--- config.mk ---
export PLATFORM = sky130hd
export DESIGN_NAME = stfl_advance
export DESIGN_NICKNAME = d
export VERILOG_FILES = /design/src/rtl/core/stfl_advance.sv
export SDC_FILE = /design/constraint.sdc
export NUM_CORES = 1
export LEC_CHECK = 0
export BUFFER_PORTS_ARGS = -buffer_cell sky130_fd_sc_hd__buf_2
export CORE_MARGIN = 4
export CORE_UTILIZATION = 66
export CTS_CLUSTER_SIZE = 14
export DETAILED_ROUTE_END_ITERATION = 10
export GPL_TIMING_DRIVEN = 0
export PLACE_DENSITY = 0.85
export SETUP_SLACK_MARGIN = 0.3
export SLEW_MARGIN = 15
export SYNTH_ARGS = -nofsm -noshare
export SYNTH_HDL_FRONTEND = slang
export SYNTH_SLANG_ARGS = --single-unit
--- constraint.sdc ---
create_clock -name clk -period 14.92 [get_ports clk]
set_input_delay 0.746 -clock clk [delete_from_list [all_inputs] [get_ports clk]]
set_output_delay 0.746 -clock clk [all_outputs]
set_load 0.03 [all_outputs]
--- src/rtl/core/stfl_advance.sv ---
// shared integration unit: position plus rounded velocity times dt, saturated
module stfl_advance (
	input  logic               clk,
	input  logic signed [31:0] p,
	input  logic signed [31:0] v,
	input  logic        [15:0] dt,
	output logic signed [31:0] res_q
);
	logic signed [48:0] prod;
	logic signed [48:0] prod_q;
	logic signed [31:0] p_q;
	logic signed [37:0] step;
	logic signed [38:0] sum;

	assign prod = v * $signed({1'b0, dt});
	always_ff @(posedge clk) begin
		prod_q <= prod;
		p_q <= p;
	end

	// round half up, then floor shift
	assign step = 38'((prod_q + 49'sd2048) >>> 12);
	assign sum = 39'(p_q) + 39'(step);

	always_comb begin
		if (sum > 39'sd2147483647)
			res_q = 32'h7fffffff;
		else if (sum < -39'sd2147483648)
			res_q = 32'h80000000;
		else
			res_q = sum[31:0];
	end
endmodule

**Word-level counts from Yosys, hierarchy flattened**

Cells that the tools add are included.
W data, S select, Z words.

- Flip-flop bits (word level): 81
- Input port bits: 81
- Output and inout bits: 32
- Logic and storage cells: 9

- Add/sub/neg operators: 2
- Multipliers: 1
- Magnitude comparators: 2
- Mux-type cells: 2

Operator list:

| operator | count |
|---|---|
| $mux W32 | 2 |
| $add A49 B13 Y49 const B | 1 |
| $mul A32 B17 Y49 | 1 |
| $add A32 B37 Y38 | 1 |
| $gt A38 B32 Y1 const B | 1 |
| $lt A38 B32 Y1 const B | 1 |

**Depth between registers and ports, before layout**

Gate-level depths: netlist of the first run.

- Depth after elaboration: 5
- Depth in mapped cells: 24
- Gate-level depth less buffers: 23

**Worst setup path after synthesis of the first run**

No wires, ideal clock.

- Path type: input to register
- Start point: input v[25]
- End point: register prod_q[43]
- Library setup time: 0.127 ns
- Arrival: 6.702 ns
- Required time: 14.793 ns
- Path slack: 8.090 ns
- Stages: 20
- Cell sequence: clkbuf_1 > nand2_1 > fa_1 > fa_1 > fa_1 > inv_1 > fa_1 > fa_1 > fa_1 > ha_1 > a21o_1 > a21o_1 > a21o_1 > a221o_1 > or3b_1 > a41oi_1 > o31ai_2 > a2111oi_0 > nor3_1 > xor2_1

- Word-level cells in the longest chain between the ends: 1

Ends and longest elaborated chain:

| what | line | RTL |
|---|---|---|
| from (decl) | 5 | `input logic signed [31:0] v,` |
| $mul A32 B17 Y49 | 15 | `assign prod = v * $signed({1'b0, dt});` |
| net prod[43] | 9 | `logic signed [48:0] prod;` |
| to (signal assigned) | 17 | `prod_q <= prod;` |
| to (decl) | 10 | `logic signed [48:0] prod_q;` |

The timed path passes the listed nets, and every way through them passes these cells.

**Final worst setup path of the first run**

- Start point: input dt[3]
- End point: register prod_q[47]

- Word-level cells in the longest chain between the ends: 1

Ends and longest elaborated chain:

| what | line | RTL |
|---|---|---|
| from (decl) | 6 | `input logic [15:0] dt,` |
| $mul A32 B17 Y49 | 15 |  |
| net prod[47] | 9 |  |

The timed path passes the listed nets, and every way through them passes these cells.

==> results of run 1 <==
[cells in the mapped netlist (23+ instances only)]
master | number | share of area
nor2_1 | 53 | 0.0092
fa_1 | 488 | 0.45
inv_1 | 551 | 0.095
o21ai_0 | 26 | 0.0060
and2_1 | 231 | 0.067
a21o_1 | 65 | 0.023
clkbuf_1 | 83 | 0.014
nand3_1 | 23 | 0.0053
xor2_1 | 33 | 0.013
xnor2_1 | 77 | 0.031
a21oi_1 | 68 | 0.016
ha_1 | 153 | 0.088
dfxtp_1 | 70 | 0.065
nand2_1 | 335 | 0.058
[routing by layer]
metal  wire length [um]  part of all wire  vias to the layer above
met3               6699              0.11                      242
met5                 30           0.00050                        -
met2              27870              0.46                      973
li1                   -                 -                     7536
met4               2992             0.050                        4
met1              22670              0.38                     8449
[kinds of logic after synthesis]
kind of cell	Yosys count
buffers and inverters	640
xor gates and xnor gates	110
AOI/OAI and AO/OA	242
and+or+nand+nor	722
DFF	70
adders and majority gates	641
[per-stage QoR]
step	utilization	instances
3_3_place_gp	0.7021	2979
2_1_floorplan	-	2425
6_report	0.7136	2996
3_5_place_dp	0.7021	2979
4_1_cts	0.7135	2995
5_1_grt	0.7136	2996
[worst max-delay path, stage by stage]
cell       delay (ns)
buf_2            0.22
clkbuf_1         0.66
and2_1           0.26
fa_1             0.44
inv_1            0.11
fa_1             0.45
fa_1             0.51
fa_1             0.55
inv_1            0.05
fa_1             0.51
fa_1             0.43
ha_1             0.35
and2_1           0.16
nand2_1          0.06
a211oi_1         0.87
o21bai_1         0.16
a21oi_1          0.51
a41oi_1          0.42
o31ai_2          0.55
a2111oi_0        0.22
or3b_2           0.48
a31oi_1          0.35
[worst max-delay path by stage]
stage	end	cells after the start
6_report	prod_q[47]	22
5_1_grt	prod_q[47]	22
4_1_cts	prod_q[47]	22
3_5_place_dp	prod_q[47]	21
3_3_place_gp	prod_q[47]	22
2_1_floorplan	prod_q[43]	20
[layout make-up]
| type | count | area, sq um |
|---|---|---|
| flip-flops and latches | 70 | 1401 |
| inverters | 551 | 2068 |
| multi-input cells | 1715 | 17840 |
| clock inverters | 7 | 145.1 |
| well taps | 442 | 553.0 |
| fillers | 2511 | 9295 |
| repair buffers | 112 | 560.5 |
| clock buffers | 9 | 225.2 |
| diodes | 1 | 2.502 |
| plain buffers | 89 | 360.3 |
[flip-flops by register name, indices dropped and copies added (netlist names)]
name,cells
p_q,32
prod_q,38
==> impl_metrics.py, run 1 <==
metrics = {
    "outcome": {
        "status": "finished clean",
    },
    "timing": {
        "layout_setup_ws_ns": 6.047,
        "slew_violations": 0,
        "max_freq_mhz": 112.7,
        "worstMarginPinSlew_ns": 1.052,
        "period_minus_slack_ns": 8.873,
        "setup_violations": 0,
        "report.final.hold_viol_count": 0,
        "maxSlewHeadroom": 0.2945,
        "fin_tns_setup_ns": 0,
        "holdWs_ns": 0.4974,
        "rsz0062_at_grt": "false",
        "fin_crit_sh": 0.5947,
    },
    "logic_synthesis": {
        "synthSimpleGateAreaFrac": 0.1635,
        "avgSynthCellArea_sq_um": 8.937,
        "synth_cells": 2425,
        "synthAdderAreaFrac": 0.5391,
        "synth-seq-cells": 70,
        "synth-compound-area-share": 0.07621,
        "synth_edf_count": 0,
        "yosysUniqueCellTypes": 61,
        "synth_ff_type": "dfxtp_1",
        "synth.area.mux_share": 0,
        "ys_warn_count": 0,
        "synth-xor-area-share": 0.04445,
        "synth_top_family_by_area": "adder cells",
        "synth_seq_area_share": 0.06466,
        "async_flop_share": 0,
        "synth_nets": 3147,
        "syn_area_sq_mm": 0.02167,
    },
    "route": {
        "ant_nets": 0,
        "wire_per_inst_um": 20.11,
        "viasPerCell": 5.742,
        "first_iter_violations": 1255,
        "vias": 17200,
        "drc": 0,
        "drt-total-wl_um": 60260,
        "drt-pass1-iter-count": 6,
    },
    "clock_tree": {
        "cts_tree": "done",
        "clock_sink_count": 70,
        "root_buffer": "clkbuf_16",
        "ctsHoldBuffers": 0,
        "post_cts_buffers": 0,
        "clkTransAtPathRegs_ns": 0.06,
        "cts_buffers": 9,
        "cts_htree_levels": 3,
        "clock_path_buffers": 2,
        "cts-resized-gates": 0,
    },
    "cells_and_area": {
        "final_cell_area_sq_mm": 0.02316,
        "nNetsFinal": 3270,
        "final_common_cell": "inv_1",
        "area_growth_pct": 6.859,
        "drive_above_1_share": 0.05640,
        "final_cell_mix": "inv_1 (551), fa_1 (488), nand2_1 (335)",
    },
    "global_route": {
        "global_route.overflow_total": 0,
        "grt_use_total": 0.3498,
        "met1_usage": 0.4463,
        "antenna_found_initial": 6,
        "grt_max_degree": 14,
        "busiest_layer": "met2",
        "grt_pass1_wl_um": 97790,
        "use_met2": 0.5739,
        "gr-usage-met3": 0.09200,
        "grt_pass1_vias": 18950,
    },
    "worst_setup_path": {
        "start_kind": "input pin",
        "cp.arrival_ns": 9.09,
        "crit_path_start": "dt[3]",
        "crit_fanout": 10,
        "worst_ep_required_time_ns": 15.14,
        "critical_path_class": "in2reg",
        "cp-end-kind": "register",
    },
    "floorplanning": {
        "coreArea_sq_mm": 0.03245,
        "die_area_sq_mm": 0.03580,
        "std_cell_rows": 66,
        "initial_core_util": 0.6678,
        "ios": 113,
        "die_h_um": 189.2,
        "die_w_um": 189.2,
    },
    "min_path": {
        "hold_path_depth": 1,
        "worstHoldPathType": "in2reg",
        "hp-start": "p[21]",
        "whs_endpoint": "p_q[21]",
    },
    "placed_design": {
        "io_buffer_count": 112,
        "dp_slack_ns": 5.846,
        "globalplace.congestion": 1.020,
        "dp_hpwl_um": 50660,
        "place_area_sq_mm": 0.02279,
    },
    "job": {
        "drv_cap": 0,
    },
}
Power of run 1 is not shown: default switching activity piles up to over one toggle a cycle in this logic, so the estimate is an artifact.
==> inputs of run 2 (changes only) <==
CORE_UTILIZATION = 65   (was 66)
PLACE_DENSITY = 0.84   (was 0.85)
clock period = 8.7 ns   (was 14.92 ns; I/O delays follow)
==> impl_metrics.py, run 2 (synthesis gave the netlist of run 1 again) <==
metrics = {
    "placed_design": {
        "dpl.cell_count": 2979,
        "globalplace.congestion": 0.9963,
        "io_buffer_count": 112,
        "dp_hpwl_um": 51010,
    },
    "floorplanning": {
        "initial_core_util": 0.6627,
        "coreArea_sq_mm": 0.03270,
        "die_area_sq_mm": 0.03633,
        "std_cell_rows": 66,
        "die_h_um": 190.6,
        "ios": 113,
        "die_w_um": 190.6,
    },
    "job": {
        "drv_cap": 0,
    },
    "timing": {
        "maxSlewHeadroom": 0.3739,
        "period_minus_slack_ns": 8.104,
        "max_freq_mhz": 123.4,
        "worstMarginPinSlew_ns": 0.9392,
        "slew_violations": 0,
        "rsz0062_at_grt": "false",
        "fin_crit_sh": 0.9315,
        "setup_violations": 0,
        "fin_tns_setup_ns": 0,
        "report.final.hold_viol_count": 0,
    },
    "global_route": {
        "antenna_found_initial": 2,
        "grt_use_total": 0.3483,
        "global_route.overflow_total": 0,
        "grt_max_degree": 12,
        "grt_pass1_wl_um": 97310,
        "grt_pass1_vias": 18510,
    },
    "route": {
        "drc": 0,
        "highest_layer": "met4",
        "wl_met3_um": 6508,
        "drt-pass1-iter-count": 5,
        "viasPerCell": 5.684,
        "met2_wirelength_um": 27840,
        "drt-total-wl_um": 60770,
        "wl_met1_um": 23740,
        "first_iter_violations": 1070,
        "ant_nets": 0,
        "vias": 17030,
        "wire_per_inst_um": 20.28,
    },
    "worst_setup_path": {
        "cp.arrival_ns": 8.35,
        "start_kind": "input pin",
        "crit_fanout": 10,
        "critical_path_class": "in2reg",
        "worst_ep_required_time_ns": 8.95,
        "cp-end-kind": "register",
    },
    "cells_and_area": {
        "final_common_cell": "inv_1",
        "final_cells": 2996,
        "area_growth_pct": 6.720,
        "top_register": "prod_q",
        "layout_top_registers": "prod_q x38, p_q x32",
        "final_cell_mix": "inv_1 (551), fa_1 (488), nand2_1 (335)",
        "largest_reg_flops": 38,
        "nNetsFinal": 3270,
        "drive_above_1_share": 0.05640,
    },
    "clock_tree": {
        "cts_tree": "done",
        "clock_path_buffers": 2,
        "cts_htree_levels": 3,
        "clkTransAtPathRegs_ns": 0.06,
        "clock_sink_count": 70,
        "cts_buffers": 9,
        "root_buffer": "clkbuf_16",
        "post_cts_buffers": 0,
    },
    "outcome": {
        "status": "finished clean",
    },
    "min_path": {
        "worstHoldPathType": "in2reg",
    },
}
[run 2: cell types whose count changed in the layout (fill, tap and decap cells not counted)]
cell | previous run | this run
bufinv_16 | 4 | 2
a211oi_1 | 12 | 11
clkbuf_1 | 83 | 84
a211oi_2 | 0 | 1
clkinv_2 | 0 | 1
clkbuf_8 | 0 | 3
clkinv_4 | 1 | 0
clkinvlp_4 | 1 | 0
inv_6 | 1 | 0
[run 2: worst paths after layout]
| path | depth (start not counted) | from | slack, ns | end |
|---|---|---|---|---|
| worst max-delay path | 21 | dt[3] | 0.60 | prod_q[47] |
| worst min-delay path | 1 | p[31] | 0.19 | p_q[31] |
[run 2: repair_timing]
item	4_1_cts	5_1_grt
endpoints found under the setup margin	0	2
endpoints found under the hold margin	0	0
hold buffers	0	0
gates resized for setup	0	1
[run 2: metrics by stage]
stage	hold slack (ns)	util	worst slack, ns	instance area (sq um)
floorplan	0.4627	-	2.181	21670
detailed placement	0.5386	0.6968	0.2006	22790
global route	0.1811	0.7073	0.3126	23130
finish	0.1886	0.7073	0.5962	23130
global placement	0.5382	0.6968	0.2379	22790
CTS	0.1783	0.7070	0.5397	23120
[run 2: critical path, stage by stage]
cell and delay (ns):
buf_2 0.20, clkbuf_1 0.62, and2_1 0.25, fa_1 0.42, inv_1 0.09, fa_1 0.45
fa_1 0.52, inv_1 0.05, fa_1 0.49, fa_1 0.56, fa_1 0.44, ha_1 0.53
nand2_1 0.12, a211oi_2 0.56, o21bai_1 0.16, a21oi_1 0.55, a41oi_1 0.44, o31ai_2 0.53
a2111oi_0 0.21, or3b_2 0.47, a31oi_1 0.24
[run 2: area by class of cell]
cell class	count	area, sq um
Buffer	89	360.3
Sequential cell	70	1401
Inverter	551	2068
Fill cell	2608	9573
Timing Repair Buffer	112	560.5
Multi-Input combinational cell	1715	17850
Clock buffer	13	270.3
Antenna cell	1	2.502
Clock inverter	3	65.06
Tap cell	442	553.0
[run 2: layer usage]
metal	vias to the layer above	track usage
met5	-	0
met4	0	0.1423
met3	185	0.08916
met2	885	0.5597
met1	8433	0.4561
li1	7525	-
Power of run 2 is left out for the same reason.
==> inputs of run 3 (changes only) <==
clock period = 7.9 ns   (was 8.7 ns; I/O delays follow)
==> impl_metrics.py, run 3 (synthesis gave the netlist of run 1 again) <==
metrics = {
    "route": {
        "ant_nets": 0,
        "drt-pass1-iter-count": 5,
        "viasPerCell": 5.690,
        "drt-total-wl_um": 60720,
        "vias": 17050,
        "drc": 0,
        "first_iter_violations": 1178,
        "wire_per_inst_um": 20.26,
    },
    "timing": {
        "slew_violations": 0,
        "maxSlewHeadroom": 0.4260,
        "rsz0062_at_grt": "false",
        "period_minus_slack_ns": 7.372,
        "holdWs_ns": 0.1484,
        "max_freq_mhz": 135.7,
        "layout_setup_ws_ns": 0.5285,
        "fin_crit_sh": 0.9331,
        "setup_violations": 0,
        "report.final.hold_viol_count": 0,
        "worstMarginPinSlew_ns": 0.8611,
    },
    "clock_tree": {
        "clock_sink_count": 70,
        "ctsHoldBuffers": 0,
        "cts_buffers": 9,
        "clkTransAtPathRegs_ns": 0.06,
        "root_buffer": "clkbuf_16",
        "cts_htree_levels": 3,
        "cts_tree": "done",
        "clock_path_buffers": 2,
    },
    "floorplanning": {
        "ios": 113,
        "std_cell_rows": 66,
        "initial_core_util": 0.6627,
        "die_area_sq_mm": 0.03633,
        "coreArea_sq_mm": 0.03270,
        "die_w_um": 190.6,
        "die_h_um": 190.6,
    },
    "worst_setup_path": {
        "start_kind": "input pin",
        "critical_path_class": "in2reg",
        "crit_fanout": 10,
        "cp.arrival_ns": 7.62,
        "cp-end-kind": "register",
        "worst_ep_required_time_ns": 8.15,
    },
    "global_route": {
        "antenna_found_initial": 2,
        "grt_use_total": 0.3487,
        "grt_pass1_wl_um": 97430,
        "busiest_layer": "met2",
        "met1_usage": 0.4574,
        "grt_pass1_vias": 18530,
        "grt_max_degree": 12,
        "use_met2": 0.5612,
        "global_route.overflow_total": 0,
        "gr-usage-met3": 0.08825,
    },
    "outcome": {
        "status": "finished clean",
    },
    "placed_design": {
        "place_area_sq_mm": 0.02279,
        "io_buffer_count": 112,
        "dp_slack_ns": -0.5594,
        "globalplace.congestion": 0.9963,
        "dp_hpwl_um": 51010,
    },
    "min_path": {
        "worstHoldPathType": "in2reg",
        "whs_endpoint": "p_q[31]",
        "hp-start": "p[31]",
        "hold_path_depth": 1,
    },
    "cells_and_area": {
        "largest_reg_flops": 38,
        "nNetsFinal": 3270,
        "top_register": "prod_q",
        "final_cell_area_sq_mm": 0.02320,
        "final_cell_mix": "inv_1 (551), fa_1 (487), nand2_1 (334)",
        "drive_above_1_share": 0.06580,
        "final_common_cell": "inv_1",
        "nFillCells": 2611,
        "area_growth_pct": 7.049,
        "layout_top_registers": "prod_q x38, p_q x32",
    },
    "job": {
        "drv_cap": 0,
    },
}
## run 3: repair_timing
action / CTS / global route
gates resized for setup: 6 / 37
endpoints found under the setup margin: 5 / 6
setup buffers: 0 / 0
cloned: 0 / 0
## run 3: area by class of cell
| type | count | area (sq um) | share of cell area |
|---|---|---|---|
| Antenna cell | 2 | 5.005 | 0.0002157 |
| Buffer | 89 | 382.9 | 0.01650 |
| Clock buffer | 13 | 270.3 | 0.01165 |
| Clock inverter | 3 | 65.06 | 0.002804 |
| Inverter | 551 | 2068 | 0.08915 |
| Multi-Input combinational cell | 1715 | 17890 | 0.7713 |
| Sequential cell | 70 | 1401 | 0.06040 |
| Tap cell | 442 | 553.0 | 0.02384 |
| Timing Repair Buffer | 112 | 560.5 | 0.02416 |
## run 3: critical path, stage by stage
cell and delay (ns):
buf_2 0.15, clkbuf_1 0.54, and2_1 0.25, fa_1 0.39
inv_1 0.08, fa_1 0.47, fa_1 0.52, inv_1 0.05
fa_1 0.50, fa_1 0.56, fa_1 0.44, ha_1 0.51
nand2_1 0.16, a211oi_4 0.43, o21bai_1 0.16, a21oi_2 0.38
a41oi_2 0.33, o31ai_4 0.41, a2111oi_1 0.16, or3b_2 0.45
a31oi_1 0.25
## run 3: per-layer routing
metal / wire length [um] / vias up / part of all wire
li1: - / 7526 / -
met1: 23950 / 8500 / 0.39
met2: 27820 / 837 / 0.46
met3: 6179 / 190 / 0.10
met4: 2773 / 0 / 0.046
met5: 0 / - / 0
## run 3: per-stage QoR
step | TNS, ns | cells | utilization
after floorplan | 0 | 2425 | -
after global routing | 0 | 2996 | 0.7094
after detailed placement | -1.336 | 2979 | 0.6968
after global placement | -1.084 | 2979 | 0.6968
after CTS | 0 | 2995 | 0.7075
final | 0 | 2997 | 0.7094
## run 3: worst max-delay path by stage
stage               depth (start not counted)  startpoint  slack, ns         end
floorplan                                  20       v[25]       1.42  prod_q[43]
global placement                           22       dt[3]      -0.52  prod_q[47]
detailed placement                         21       dt[3]      -0.56  prod_q[47]
CTS                                        20       dt[1]       0.32  prod_q[47]
global route                               21       v[10]       0.30  prod_q[47]
finish                                     21       dt[5]       0.53  prod_q[47]
Power of run 3 is left out for the same reason.
